==> config.mk <==
export PLATFORM = sky130hd
export DESIGN_NAME = imu_caf_ctrl
export DESIGN_NICKNAME = d
export VERILOG_FILES = /design/src/hdl/imu_caf_pkg.sv /design/src/hdl/imu_caf_ctrl.sv
export SDC_FILE = /design/constraint.sdc
export NUM_CORES = 1
export LEC_CHECK = 0
export ABC_AREA = 1
export BUFFER_PORTS_ARGS = -buffer_cell sky130_fd_sc_hd__buf_4
export CORE_UTILIZATION = 52
export DETAILED_ROUTE_END_ITERATION = 8
export PLACE_DENSITY = 0.84
export SLEW_MARGIN = 20
export SYNTH_ARGS = -nofsm -noshare
export SYNTH_HDL_FRONTEND = slang
export SYNTH_SLANG_ARGS = --single-unit
export TNS_END_PERCENT = 20
==> constraint.sdc <==
create_clock -name clk -period 1.45 [get_ports clk]
set_input_delay 0 -clock clk [delete_from_list [all_inputs] [get_ports clk]]
set_output_delay 0 -clock clk [all_outputs]
set_load 0.02 [all_outputs]
==> src/hdl/imu_caf_pkg.sv <==
// Package for the IMU complementary attitude filter.
// Holds shared constants, the controller/datapath command types and the arctangent table.
// No dependencies.
`timescale 1ns / 1ps

package imu_caf_pkg;

  // Default build parameters
  localparam int CORDIC_STEPS_DEF    = 16;
  localparam int ANGLE_FRAC_BITS_DEF = 24;

  // CORDIC working width and fixed constants
  localparam int CW = 40;
  localparam logic [29:0] GAIN_INV_Q30 = 30'd652032875;
  localparam logic signed [31:0] RAD2DEG_Q24 = 32'sd961263669;

  // Register map indexes
  localparam logic [1:0] REG_GYRO_WEIGHT   = 2'd0;
  localparam logic [1:0] REG_ACCEL_WEIGHT  = 2'd1;
  localparam logic [1:0] REG_SAMPLE_PERIOD = 2'd2;

  // Register reset values
  localparam logic [15:0] GYRO_WEIGHT_RST   = 16'd32440;
  localparam logic [15:0] ACCEL_WEIGHT_RST  = 16'd328;
  localparam logic [23:0] SAMPLE_PERIOD_RST = 24'd16777;

  // Axis selectors
  localparam logic [1:0] AX_PITCH = 2'd0;
  localparam logic [1:0] AX_ROLL  = 2'd1;
  localparam logic [1:0] AX_YAW   = 2'd2;

  typedef enum logic [3:0] {
    OP_NONE,
    OP_LATCH,
    OP_DELTA,
    OP_MAG_LOAD,
    OP_STEP,
    OP_GAIN_LO,
    OP_GAIN_HI,
    OP_ANG_LOAD,
    OP_TILT_SAVE,
    OP_BLEND_MUL,
    OP_BLEND_ADD,
    OP_YAW,
    OP_DEG_MUL,
    OP_DEG_FIN,
    OP_OUT
  } dp_op_t;

  typedef struct packed {
    dp_op_t     op;
    logic [1:0] axis;
    logic [4:0] step_idx;
  } dp_cmd_t;

  typedef struct packed {
    logic out_full;
  } dp_status_t;

  typedef enum logic [3:0] {
    ST_IDLE,
    ST_DELTA,
    ST_MAG_LOAD,
    ST_MAG_STEP,
    ST_GAIN_LO,
    ST_GAIN_HI,
    ST_ANG_LOAD,
    ST_ANG_STEP,
    ST_TILT_SAVE,
    ST_BLEND_MUL,
    ST_BLEND_ADD,
    ST_YAW,
    ST_DEG_MUL,
    ST_DEG_FIN,
    ST_OUT
  } ctrl_state_t;

  // atan(2^-i) in units of 2^-32 rad; small angles equal 2^-i
  function automatic logic signed [CW-1:0] atan_entry(input logic [4:0] i);
    logic signed [CW-1:0] r;
    case (i)
      5'd0:    r = 40'sd3373259426;
      5'd1:    r = 40'sd1991351318;
      5'd2:    r = 40'sd1052175346;
      5'd3:    r = 40'sd534100635;
      5'd4:    r = 40'sd268086748;
      5'd5:    r = 40'sd134174063;
      5'd6:    r = 40'sd67103403;
      5'd7:    r = 40'sd33553749;
      5'd8:    r = 40'sd16777131;
      5'd9:    r = 40'sd8388597;
      5'd10:   r = 40'sd4194303;
      default: r = CW'(64'd1 << (6'd32 - {1'b0, i}));
    endcase
    return r;
  endfunction

endpackage

==> src/hdl/imu_caf_ctrl.sv <==
// Controller state machine for the IMU complementary attitude filter.
// Sequences the datapath through deltas, four CORDIC passes, blend and degree conversion.
// Depends on imu_caf_pkg.
`timescale 1ns / 1ps

module imu_caf_ctrl #(
  parameter int CORDIC_STEPS = imu_caf_pkg::CORDIC_STEPS_DEF
) (
  input  logic                   clk,
  input  logic                   rst,
  input  logic                   in_valid,
  output logic                   in_ready,
  input  logic                   out_ready,
  input  imu_caf_pkg::dp_status_t status,
  output imu_caf_pkg::dp_cmd_t   cmd
);

  localparam int SW = (CORDIC_STEPS > 1) ? $clog2(CORDIC_STEPS) : 1;
  localparam logic [SW-1:0] STEP_LAST = SW'(CORDIC_STEPS - 1);

  imu_caf_pkg::ctrl_state_t state, state_next;
  logic [1:0]    axis, axis_next;
  logic [SW-1:0] step, step_next;

  // State and counters
  always_ff @(posedge clk) begin
    if (rst) begin
      state <= imu_caf_pkg::ST_IDLE;
      axis  <= 2'd0;
      step  <= '0;
    end else begin
      state <= state_next;
      axis  <= axis_next;
      step  <= step_next;
    end
  end

  // Next state and commands
  always_comb begin
    state_next   = state;
    axis_next    = axis;
    step_next    = step;
    in_ready     = 1'b0;
    cmd.op       = imu_caf_pkg::OP_NONE;
    cmd.axis     = axis;
    cmd.step_idx = 5'(step);
    case (state)
      imu_caf_pkg::ST_IDLE: begin
        in_ready = 1'b1;
        if (in_valid) begin
          cmd.op     = imu_caf_pkg::OP_LATCH;
          axis_next  = imu_caf_pkg::AX_PITCH;
          state_next = imu_caf_pkg::ST_DELTA;
        end
      end
      imu_caf_pkg::ST_DELTA: begin
        cmd.op = imu_caf_pkg::OP_DELTA;
        if (axis == imu_caf_pkg::AX_YAW) begin
          axis_next  = imu_caf_pkg::AX_PITCH;
          state_next = imu_caf_pkg::ST_MAG_LOAD;
        end else begin
          axis_next = axis + 2'd1;
        end
      end
      imu_caf_pkg::ST_MAG_LOAD: begin
        cmd.op     = imu_caf_pkg::OP_MAG_LOAD;
        step_next  = '0;
        state_next = imu_caf_pkg::ST_MAG_STEP;
      end
      imu_caf_pkg::ST_MAG_STEP: begin
        cmd.op    = imu_caf_pkg::OP_STEP;
        step_next = step + SW'(1);
        if (step == STEP_LAST) begin
          state_next = imu_caf_pkg::ST_GAIN_LO;
        end
      end
      imu_caf_pkg::ST_GAIN_LO: begin
        cmd.op     = imu_caf_pkg::OP_GAIN_LO;
        state_next = imu_caf_pkg::ST_GAIN_HI;
      end
      imu_caf_pkg::ST_GAIN_HI: begin
        cmd.op     = imu_caf_pkg::OP_GAIN_HI;
        state_next = imu_caf_pkg::ST_ANG_LOAD;
      end
      imu_caf_pkg::ST_ANG_LOAD: begin
        cmd.op     = imu_caf_pkg::OP_ANG_LOAD;
        step_next  = '0;
        state_next = imu_caf_pkg::ST_ANG_STEP;
      end
      imu_caf_pkg::ST_ANG_STEP: begin
        cmd.op    = imu_caf_pkg::OP_STEP;
        step_next = step + SW'(1);
        if (step == STEP_LAST) begin
          state_next = imu_caf_pkg::ST_TILT_SAVE;
        end
      end
      imu_caf_pkg::ST_TILT_SAVE: begin
        cmd.op = imu_caf_pkg::OP_TILT_SAVE;
        if (axis == imu_caf_pkg::AX_PITCH) begin
          axis_next  = imu_caf_pkg::AX_ROLL;
          state_next = imu_caf_pkg::ST_MAG_LOAD;
        end else begin
          axis_next  = imu_caf_pkg::AX_PITCH;
          state_next = imu_caf_pkg::ST_BLEND_MUL;
        end
      end
      imu_caf_pkg::ST_BLEND_MUL: begin
        cmd.op     = imu_caf_pkg::OP_BLEND_MUL;
        state_next = imu_caf_pkg::ST_BLEND_ADD;
      end
      imu_caf_pkg::ST_BLEND_ADD: begin
        cmd.op = imu_caf_pkg::OP_BLEND_ADD;
        if (axis == imu_caf_pkg::AX_PITCH) begin
          axis_next  = imu_caf_pkg::AX_ROLL;
          state_next = imu_caf_pkg::ST_BLEND_MUL;
        end else begin
          axis_next  = imu_caf_pkg::AX_YAW;
          state_next = imu_caf_pkg::ST_YAW;
        end
      end
      imu_caf_pkg::ST_YAW: begin
        cmd.op     = imu_caf_pkg::OP_YAW;
        axis_next  = imu_caf_pkg::AX_PITCH;
        state_next = imu_caf_pkg::ST_DEG_MUL;
      end
      imu_caf_pkg::ST_DEG_MUL: begin
        cmd.op     = imu_caf_pkg::OP_DEG_MUL;
        state_next = imu_caf_pkg::ST_DEG_FIN;
      end
      imu_caf_pkg::ST_DEG_FIN: begin
        cmd.op = imu_caf_pkg::OP_DEG_FIN;
        if (axis == imu_caf_pkg::AX_YAW) begin
          state_next = imu_caf_pkg::ST_OUT;
        end else begin
          axis_next  = axis + 2'd1;
          state_next = imu_caf_pkg::ST_DEG_MUL;
        end
      end
      imu_caf_pkg::ST_OUT: begin
        // Hold until the output register is free
        if (!status.out_full || out_ready) begin
          cmd.op     = imu_caf_pkg::OP_OUT;
          state_next = imu_caf_pkg::ST_IDLE;
        end
      end
      default: begin
        state_next = imu_caf_pkg::ST_IDLE;
      end
    endcase
  end

endmodule

==> flow_summary.yaml, run 1 <==
global_routing:
  grt_max_degree: 9
  grt_usage: 0.273
  grt_pass1_wl_mm: 3.72
  grt_pass1_vias: 912
  grt_remaining_overflow: 0
  antenna_found_initial: 0
cells_and_area:
  instances_no_fill: 175
  area_growth_pct: 30.4
  diodes: 0
  final_util: 0.728
  fillers: 127
  layout-drive-gt1-share: 0.352
  layout.nets: 170
clock_network:
  cts_tree: "yes"
  cts.sinks: 10
  htreeDepth: 1
  clock_latency_ns: 0.26
  numCtsBuffers: 3
  cts_max_path_buffers: 2
  cts_root_buf: "clkbuf_4"
  clkTransAtPathRegs_ns: 0.05
die:
  ios: 17
  dieArea_sq_um: 1780
  core_area_sq_um: 1510
  dieWidth_microns: 42.2
  rows: 14
  fp.dieH_microns: 42.2
  start_util: 0.558
power_and_ir_drop:
  clkPwrFrac: 0.106
  p_sw_frac: 0.485
  p_int_mw: 0.863
  p_sw_mw: 0.812
  p_comb_frac: 0.647
  power_density_nw_per_um2: 1530
  leakage_nw: 0.555
  ir_drop_v: 0.000979
  p_seq_frac: 0.247
timing:
  slew_viol_final: 0
  fin_crit_ns: 1.39
  hold_viol: 0
  fin_crit_sh: 0.957
  max_freq_ghz: 0.720
  finalSetupViolCount: 0
  skew_ns: 0.00576
  rsz0062_at_grt: "yes"
critical_path:
  crit_type: "flop to output port"
  max_stage_delay_ns: 0.37
  cp.required_ns: 1.45
  worstSetupEndpointType: "output port"
  critical_path.max_fanout: 5
  worstPathArrival_ns: 1.39
  cp_cell_sequence: "inv_1 -> nand2_2 -> nor2_1 -> nor4_2 -> nand2_1 -> buf_6"
  slowest_stage: "dfxtp_4"
  startpoint_type: "flop"
yosys:
  synthFlopType: "dfxtp_1"
  synth_cell_type_count: 23
  syn_avg_cell_area_sq_um: 6.27
  ys_ff_latch: 10
  synth_enable_flop_cells: 0
  syn_area_sq_um: 841
  synthCells: 134
  async_reset_ff_frac: 0
  synth_fp_nets: 143
  yosys_warnings: 0
  synth-seq-area-share: 0.238
placement:
  io_buffer_count: 15
  dp_hpwl_mm: 1.57
  dp_cells: 166
  gp_congestion: 0.890
route:
  wl_per_cell_microns: 12.3
  dr_total_vias: 965
  drt_iter0_drc: 26
  drtAntennaViolNets: 0
  drc: 0
  drt_wl_total_mm: 2.15
  firstDrtPassIters: 4
  vias_per_cell: 5.51
hold_path:
  hp-class: "input port to flop"
job:
  cap_viol_max_count: 0
outcome:
  status: "complete, no violations"
-- power groups by stage --
stage | clock network (mW) | logic [mW] | registers, mW
finish | 0.178 | 1.08 | 0.414
global placement | 0 | 0.958 | 0.415
CTS | 0.187 | 1.06 | 0.409
detailed placement | 0 | 0.973 | 0.418
floorplan | 0 | 0.705 | 0.418
global route | 0.193 | 1.19 | 0.421
-- sequential cells by signal (all words and copies together) (netlist names) --
| signal | flops |
|---|---|
| step | 4 |
| axis | 2 |
| state | 4 |
-- routing by layer --
metal	up-vias	wire length, microns	GRT usage
met4	0	94	0.213
li1	486	-	-
met2	38	1040	0.449
met3	12	109	0.0302
met1	429	906	0.317
met5	-	0	0
-- cell usage in the layout (no fill, tap or decap), types with 2 or more instances in the layout --
cell type / synthesis / routed
nand2_1: 26 / 25
o21ai_0: 5 / 5
inv_2: 3 / 3
nor2_1: 14 / 14
dfxtp_1: 10 / 5
o211ai_1: 2 / 2
nor2_4: 2 / 3
nand3_1: 14 / 14
dfxtp_2: 0 / 2
nor2_2: 8 / 7
nand2_2: 8 / 7
a21oi_1: 9 / 8
nand2_4: 0 / 2
inv_1: 15 / 15
ha_1: 4 / 4
nand3b_1: 2 / 2
clkbuf_4: 0 / 3
buf_4: 3 / 23
nand4_1: 2 / 2
dfxtp_4: 0 / 3
-- final cells by class --
class	instances	area, sq um	area share
clock buffers	3	22.5	0.0205
flip-flops and latches	10	214	0.195
multi-input cells	103	578	0.527
well taps	16	20.0	0.0183
inverters	18	67.6	0.0616
repair buffers	25	194	0.177
-- final timing paths --
check        depth (start not counted)      start  slack, ns  endpoint
max                                  6   state[2]       0.06    cmd[7]
max reg2reg                          9   state[2]       0.13   axis[1]
min reg2reg                          1    step[0]       0.49   step[0]
min                                  5  out_ready       0.20  state[3]
-- cell families after synthesis --
group           synth area share
simple gates               0.454
buf+inv                    0.107
compound gates             0.126
flops                      0.238
fa+ha+maj                 0.0595
xor+xnor                  0.0104
other cells              0.00446
-- synthesized netlist by cell type, drive strengths merged, types with 2 or more instances --
master  count  area share
nand3b      2       0.018
nand2      34        0.18
buf         3       0.027
nor2       24        0.15
ha          4       0.060
o21ai       6       0.036
nand4       2       0.015
inv        18       0.080
a21oi       9       0.054
nand3      14       0.083
dfxtp      10        0.24
o211ai      2       0.018
-- metrics by stage --
stage / area (sq um) / setup slack, ns / hold slack, ns / power, mW / setup TNS, ns
final: 1100 / 0.0619 / 0.201 / 1.67 / 0
after global placement: 981 / 0.0725 / 0.221 / 1.37 / 0
after CTS: 1090 / 0.00603 / 0.179 / 1.65 / 0
after floorplan: 841 / 0.109 / 0.0691 / 1.12 / 0
after detailed placement: 981 / 0.0372 / 0.221 / 1.39 / 0
after global routing: 1100 / -0.0106 / 0.225 / 1.80 / -0.0106
-- critical path, delay by kind of cell (launching register included) --
family	cells	cell delay, ns
buffers and inverters	2	0.22
DFF	1	0.37
and+or+nand+nor	4	0.55
-- timing repair --
action                                 4_1_cts  5_1_grt
endpoints found under the hold margin        6        0
setup endpoints to repair                    3       10
gates resized for setup                     12        3
pin swaps                                    2        1
buffers inserted                             5        0
hold buffers                                 1        0
No activity file was read; power rests on OpenSTA's default activity.
==> inputs of run 2 (changes only) <==
--- a/config.mk
+++ b/config.mk
@@ -9,6 +9,7 @@
 export BUFFER_PORTS_ARGS = -buffer_cell sky130_fd_sc_hd__buf_4
 export CORE_UTILIZATION = 52
 export DETAILED_ROUTE_END_ITERATION = 8
+export HOLD_SLACK_MARGIN = 0.1
 export PLACE_DENSITY = 0.84
 export SLEW_MARGIN = 20
 export SYNTH_ARGS = -nofsm -noshare
==> constraint.sdc (replaced) <==
create_clock -name clk -period 1.76 [get_ports clk]
set_input_delay 0 -clock clk [delete_from_list [all_inputs] [get_ports clk]]
set_output_delay 0 -clock clk [all_outputs]
set_load 0.02 [all_outputs]
==> run 2 against run 1 <==
  * Count of clock-buffer cells in the layout unchanged
  * Flip-flop and latch count unchanged
  * Worst setup slack better by 0.034 ns
  * Hold slack worse by 0.078 ns
  * Final area down 10%
  * Non-clock buffer count down 9
  * Die area unchanged
  * Clock skew down 0.0043 ns
  * Sequential power down 16%
  * Critical endpoint unchanged
  * Largest power group unchanged
  * Highest routed layer unchanged
==> flow_summary.yaml, run 2 (synthesis results as in run 1) <==
critical_path:
  crit_type: "flop to output port"
  startpoint_type: "flop"
  max_stage_delay_ns: 0.54
  r2r_end: "axis[1]"
  worstSetupEndpointType: "output port"
  slowest_stage: "dfxtp_1"
  cp_cell_sequence: "inv_2 -> nand2_2 -> nor2_2 -> nor4_1 -> nand2_1 -> buf_4"
  worstPathArrival_ns: 1.66
  ff2ff_path_depth: 9
  r2r-start: "state[0]"
  critical_path.max_fanout: 7
  cp.required_ns: 1.76
  reg2reg_setup_slack_ns: 0.32
power_and_ir_drop:
  ir_drop_v: 0.000795
  leakage_nw: 0.502
  power_density_nw_per_um2: 1320
timing:
  rsz0062_at_grt: "no"
  hold_slack_ns: 0.124
  fin_crit_ns: 1.66
  finalSetupViolCount: 0
  skew_ns: 0.00143
  slew_viol_final: 0
  fin_tns_setup_ns: 0
  hold_viol: 0
  fin_crit_sh: 0.946
  fin_ws_ns: 0.0955
  max_freq_ghz: 0.601
global_routing:
  grt_pass1_wl_mm: 3.43
  grt_remaining_overflow: 0
  grt_usage: 0.253
  antenna_found_initial: 0
  grt_max_degree: 9
  grt_pass1_vias: 848
cells_and_area:
  top_regs: "state: 4 flops, step: 4 flops, axis: 2 flops"
  area_growth_pct: 17.3
  fillers: 148
  diodes: 0
  layout-drive-gt1-share: 0.273
  mostFrequentLayoutCells: "26 x nand2_1, 15 x inv_1, 15 x buf_4, 14 x nor2_1, 14 x nand3_1"
  mostFrequentLayoutCell: "nand2_1"
  layout.nets: 161
  instances_no_fill: 166
hold_path:
  hp-class: "input port to flop"
  whs_path_depth: 4
  min_to: "state[3]"
  hp-start: "out_ready"
clock_network:
  clkTransAtPathRegs_ns: 0.06
  numCtsBuffers: 3
  clock_latency_ns: 0.26
  cts.sinks: 10
  cts_tree: "yes"
  cts_root_buf: "clkbuf_4"
  cts_max_path_buffers: 2
  htreeDepth: 1
outcome:
  status: "complete, no violations"
placement:
  pre_cts_slack_ns: 0.344
  gp_congestion: 0.985
  dp_cells: 162
  io_buffer_count: 15
  dp_hpwl_mm: 1.64
route:
  dr_total_vias: 922
  drtAntennaViolNets: 0
  vias_per_cell: 5.55
  drc: 0
  drt_wl_total_mm: 2.04
  drt_iter0_drc: 42
  wl_per_cell_microns: 12.3
  firstDrtPassIters: 4
die:
  ios: 17
  fp.dieH_microns: 42.2
  start_util: 0.558
  rows: 14
  core_area_sq_um: 1510
  dieWidth_microns: 42.2
  dieArea_sq_um: 1780
job:
  cap_viol_max_count: 0
-- run 2: cell count changes in the layout (fill, tap and decap cells not counted), sizes merged --
cell | previous run | this run
buf | 24 | 15
-- run 2: routing by layer --
layer  routed length, microns  part of all wire  GRT usage  vias to the layer above
li1                         -                 -          -                      466
met1                      840              0.41      0.301                      400
met2                      973              0.48      0.412                       43
met3                      130             0.064     0.0259                       13
met4                       92             0.045      0.194                        0
met5                        0                 0          0                        -
-- run 2: layout make-up --
type                    instances  area (sq um)  share of cell area
multi-input cells             103           551               0.558
flip-flops and latches         10           203               0.206
repair buffers                 16           123               0.124
inverters                      18          67.6              0.0685
clock buffers                   3          22.5              0.0228
well taps                      16          20.0              0.0203
-- run 2: worst max path at each step --
stage | cells after the start | to | start
floorplan | 9 | axis[1] | state[2]
global placement | 9 | axis[1] | state[2]
detailed placement | 9 | axis[1] | state[2]
CTS | 6 | cmd[7] | state[2]
global route | 6 | cmd[7] | state[1]
finish | 6 | cmd[7] | state[1]
-- run 2: critical path: cells and delay by family, from the launching register on --
kind	cells	cell delay [ns]
DFF	1	0.54
and+or+nand+nor	4	0.58
buffers and inverters	2	0.28
-- run 2: timing repair --
item,4_1_cts,5_1_grt
hold buffers,1,0
resized for setup,0,2
hold endpoints to repair,9,0
setup endpoints to repair,0,1
setup buffers,0,0
-- run 2: power breakdown --
part | total [mW] | leakage (nW) | switching [mW] | internal [mW]
Sequential | 0.347 | 0.0824 | 0.0745 | 0.272
Combinational | 0.802 | 0.405 | 0.507 | 0.295
Clock | 0.148 | 0.0138 | 0.0698 | 0.0786
-- run 2: through the flow --
step | instance area (sq um) | total power [mW] | util
after detailed placement | 951 | 1.14 | 0.631
after global placement | 951 | 1.12 | 0.631
final | 986 | 1.30 | 0.654
after global routing | 986 | 1.42 | 0.654
after floorplan | 841 | 0.925 | -
after CTS | 983 | 1.30 | 0.653
==> inputs of run 3 (changes only) <==
--- a/config.mk
+++ b/config.mk
@@ -6,11 +6,11 @@
 export NUM_CORES = 1
 export LEC_CHECK = 0
 export ABC_AREA = 1
-export BUFFER_PORTS_ARGS = -buffer_cell sky130_fd_sc_hd__buf_4
-export CORE_UTILIZATION = 52
+export BUFFER_PORTS_ARGS = -buffer_cell sky130_fd_sc_hd__buf_2
+export CORE_UTILIZATION = 48
 export DETAILED_ROUTE_END_ITERATION = 8
 export HOLD_SLACK_MARGIN = 0.1
-export PLACE_DENSITY = 0.84
+export PLACE_DENSITY = 0.82
 export SLEW_MARGIN = 20
 export SYNTH_ARGS = -nofsm -noshare
 export SYNTH_HDL_FRONTEND = slang
==> constraint.sdc (replaced) <==
create_clock -name clk -period 1.5 [get_ports clk]
set_input_delay 0 -clock clk [delete_from_list [all_inputs] [get_ports clk]]
set_output_delay 0 -clock clk [all_outputs]
set_load 0.02 [all_outputs]
==> run 3 against run 2 <==
  * Hold slack gained 0.0016 ns
  * Sequential power increased by 17%
  * Power is 23% higher
  * Global-route usage fell by 0.20 points
  * Largest power group unchanged
  * Flip-flop and latch count stayed put
  * Worst setup slack improved by 0.012 ns
  * Register-to-register slack got worse by 0.16 ns
  * First-iteration DRC count is the same
  * Critical path depth unchanged
==> flow_summary.yaml, run 3 (synthesis results as in run 1) <==
route:
  vias_per_cell: 5.52
  dr_total_vias: 939
  drc: 0
  drt_iter0_drc: 42
  firstDrtPassIters: 6
  wl_per_cell_microns: 12.1
  drt_wl_total_mm: 2.06
  drtAntennaViolNets: 0
cells_and_area:
  layout-drive-gt1-share: 0.325
  area_growth_pct: 22.2
  multi_input_area_sq_um: 573
  diodes: 0
  regArea_sq_um: 213
  mostFrequentLayoutCells: "25 x nand2_1, 15 x inv_1, 14 x nor2_1, 14 x nand3_1, 14 x buf_2"
  fillers: 134
  layout.nets: 164
  mostFrequentLayoutCell: "nand2_1"
  top_regs: "state: 4 flops, step: 4 flops, axis: 2 flops"
timing:
  hold_slack_ns: 0.125
  hold_viol: 0
  skew_ns: 0.00723
  slew_viol_final: 0
  fin_crit_ns: 1.39
  finalSetupViolCount: 0
  fin_crit_sh: 0.928
  max_freq_ghz: 0.718
  rsz0062_at_grt: "no"
  fin_tns_setup_ns: 0
global_routing:
  grt_remaining_overflow: 0
  grt_pass1_wl_mm: 3.55
  grt_pass1_vias: 851
  antenna_found_initial: 0
  grt_usage: 0.251
  grt_max_degree: 9
power_and_ir_drop:
  clkPwrFrac: 0.146
  p_sw_mw: 0.780
  power_density_nw_per_um2: 1560
  leakage_nw: 0.527
  p_int_mw: 0.819
  ir_drop_v: 0.00116
  p_comb_frac: 0.601
  p_seq_frac: 0.253
  p_sw_frac: 0.488
clock_network:
  cts_root_buf: "clkbuf_4"
  clock_latency_ns: 0.26
  numCtsBuffers: 3
  cts_max_path_buffers: 2
  cts_tree: "yes"
  cts.sinks: 10
  cts_setup_buffers: 0
  htreeDepth: 1
  clkTransAtPathRegs_ns: 0.07
critical_path:
  reg2reg_setup_slack_ns: 0.16
  startpoint_type: "flop"
  max_stage_delay_ns: 0.37
  critical_path.max_fanout: 5
  worstSetupEndpointType: "output port"
  critPathBufInv: 2
  crit_type: "flop to output port"
  cp.required_ns: 1.50
  slowest_stage: "dfxtp_4"
  worstPathArrival_ns: 1.39
  ff2ff_path_depth: 7
  crit_family: "simple AND/OR/NAND/NOR gates"
  cp_cell_sequence: "buf_4 -> nand2_4 -> a21oi_2 -> nor4_2 -> nand2_1 -> buf_6"
  worst-path-stages: 6
die:
  start_util: 0.533
  core_area_sq_um: 1580
  rows: 14
  ios: 17
  fp.dieH_microns: 43.9
  dieWidth_microns: 43.9
  dieArea_sq_um: 1920
placement:
  io_buffer_count: 15
  dp_hpwl_mm: 1.65
  gp_congestion: 0.937
outcome:
  status: "complete, no violations"
hold_path:
  whs_path_depth: 4
  hp-class: "input port to flop"
job:
  cap_viol_max_count: 0
-- run 3: cell count changes in the layout (fill, tap and decap cells not counted), moves of 2 or more --
cell / before / now
buf_2: 0 / 14
buf_4: 15 / 2
nand2_4: 0 / 2
buf_6: 0 / 2
dfxtp_4: 0 / 3
dfxtp_1: 8 / 6
-- run 3: worst paths after layout --
check	from	to
max reg2reg	step[0]	state[3]
max	state[2]	cmd[7]
min reg2reg	step[2]	step[2]
min	out_ready	state[3]
-- run 3: per-layer routing --
metal,vias to the layer above,GRT usage,share of wire
met5,-,0,0
li1,475,-,-
met1,419,0.316,0.43
met4,0,0.133,0.023
met2,39,0.421,0.49
met3,6,0.0250,0.059
-- run 3: metrics by stage --
step           utilization  worst slack (ns)  std cells  power [mW]  instance area (sq um)
4_1_cts              0.625           0.00611        170        1.54                    985
5_1_grt              0.652           0.00316        170        1.76                   1030
6_report             0.652             0.108        170        1.60                   1030
3_5_place_dp         0.594             0.130        165        1.30                    936
3_3_place_gp         0.594             0.147        165        1.27                    936
2_1_floorplan            -             0.159        134        1.09                    841
-- run 3: tightest hold or removal path: cells and delay by family --
family	cells	cell delay, ns
compound gates	1	0.09
buf+inv	1	0.09
simple gates	2	0.16
-- run 3: area by class of cell --
type	count	area share
multi-input combinational	103	0.558
inverter	18	0.0658
clock buffer	4	0.0353
timing repair buffer	19	0.114
sequential	10	0.207
tap	16	0.0195
-- run 3: timing repair --
action	CTS	global route
endpoints found under the hold margin	6	0
endpoints found under the setup margin	1	7
hold buffers	1	0
pin swaps	0	2
gates resized for setup	2	13
-- run 3: power by group through the flow --
| stage | Clock, mW | Combinational (mW) | Sequential (mW) |
|---|---|---|---|
| floorplan | 0 | 0.681 | 0.404 |
| global placement | 0 | 0.877 | 0.391 |
| detailed placement | 0 | 0.900 | 0.399 |
| CTS | 0.244 | 0.906 | 0.393 |
| global route | 0.262 | 1.08 | 0.412 |
| finish | 0.233 | 0.960 | 0.405 |
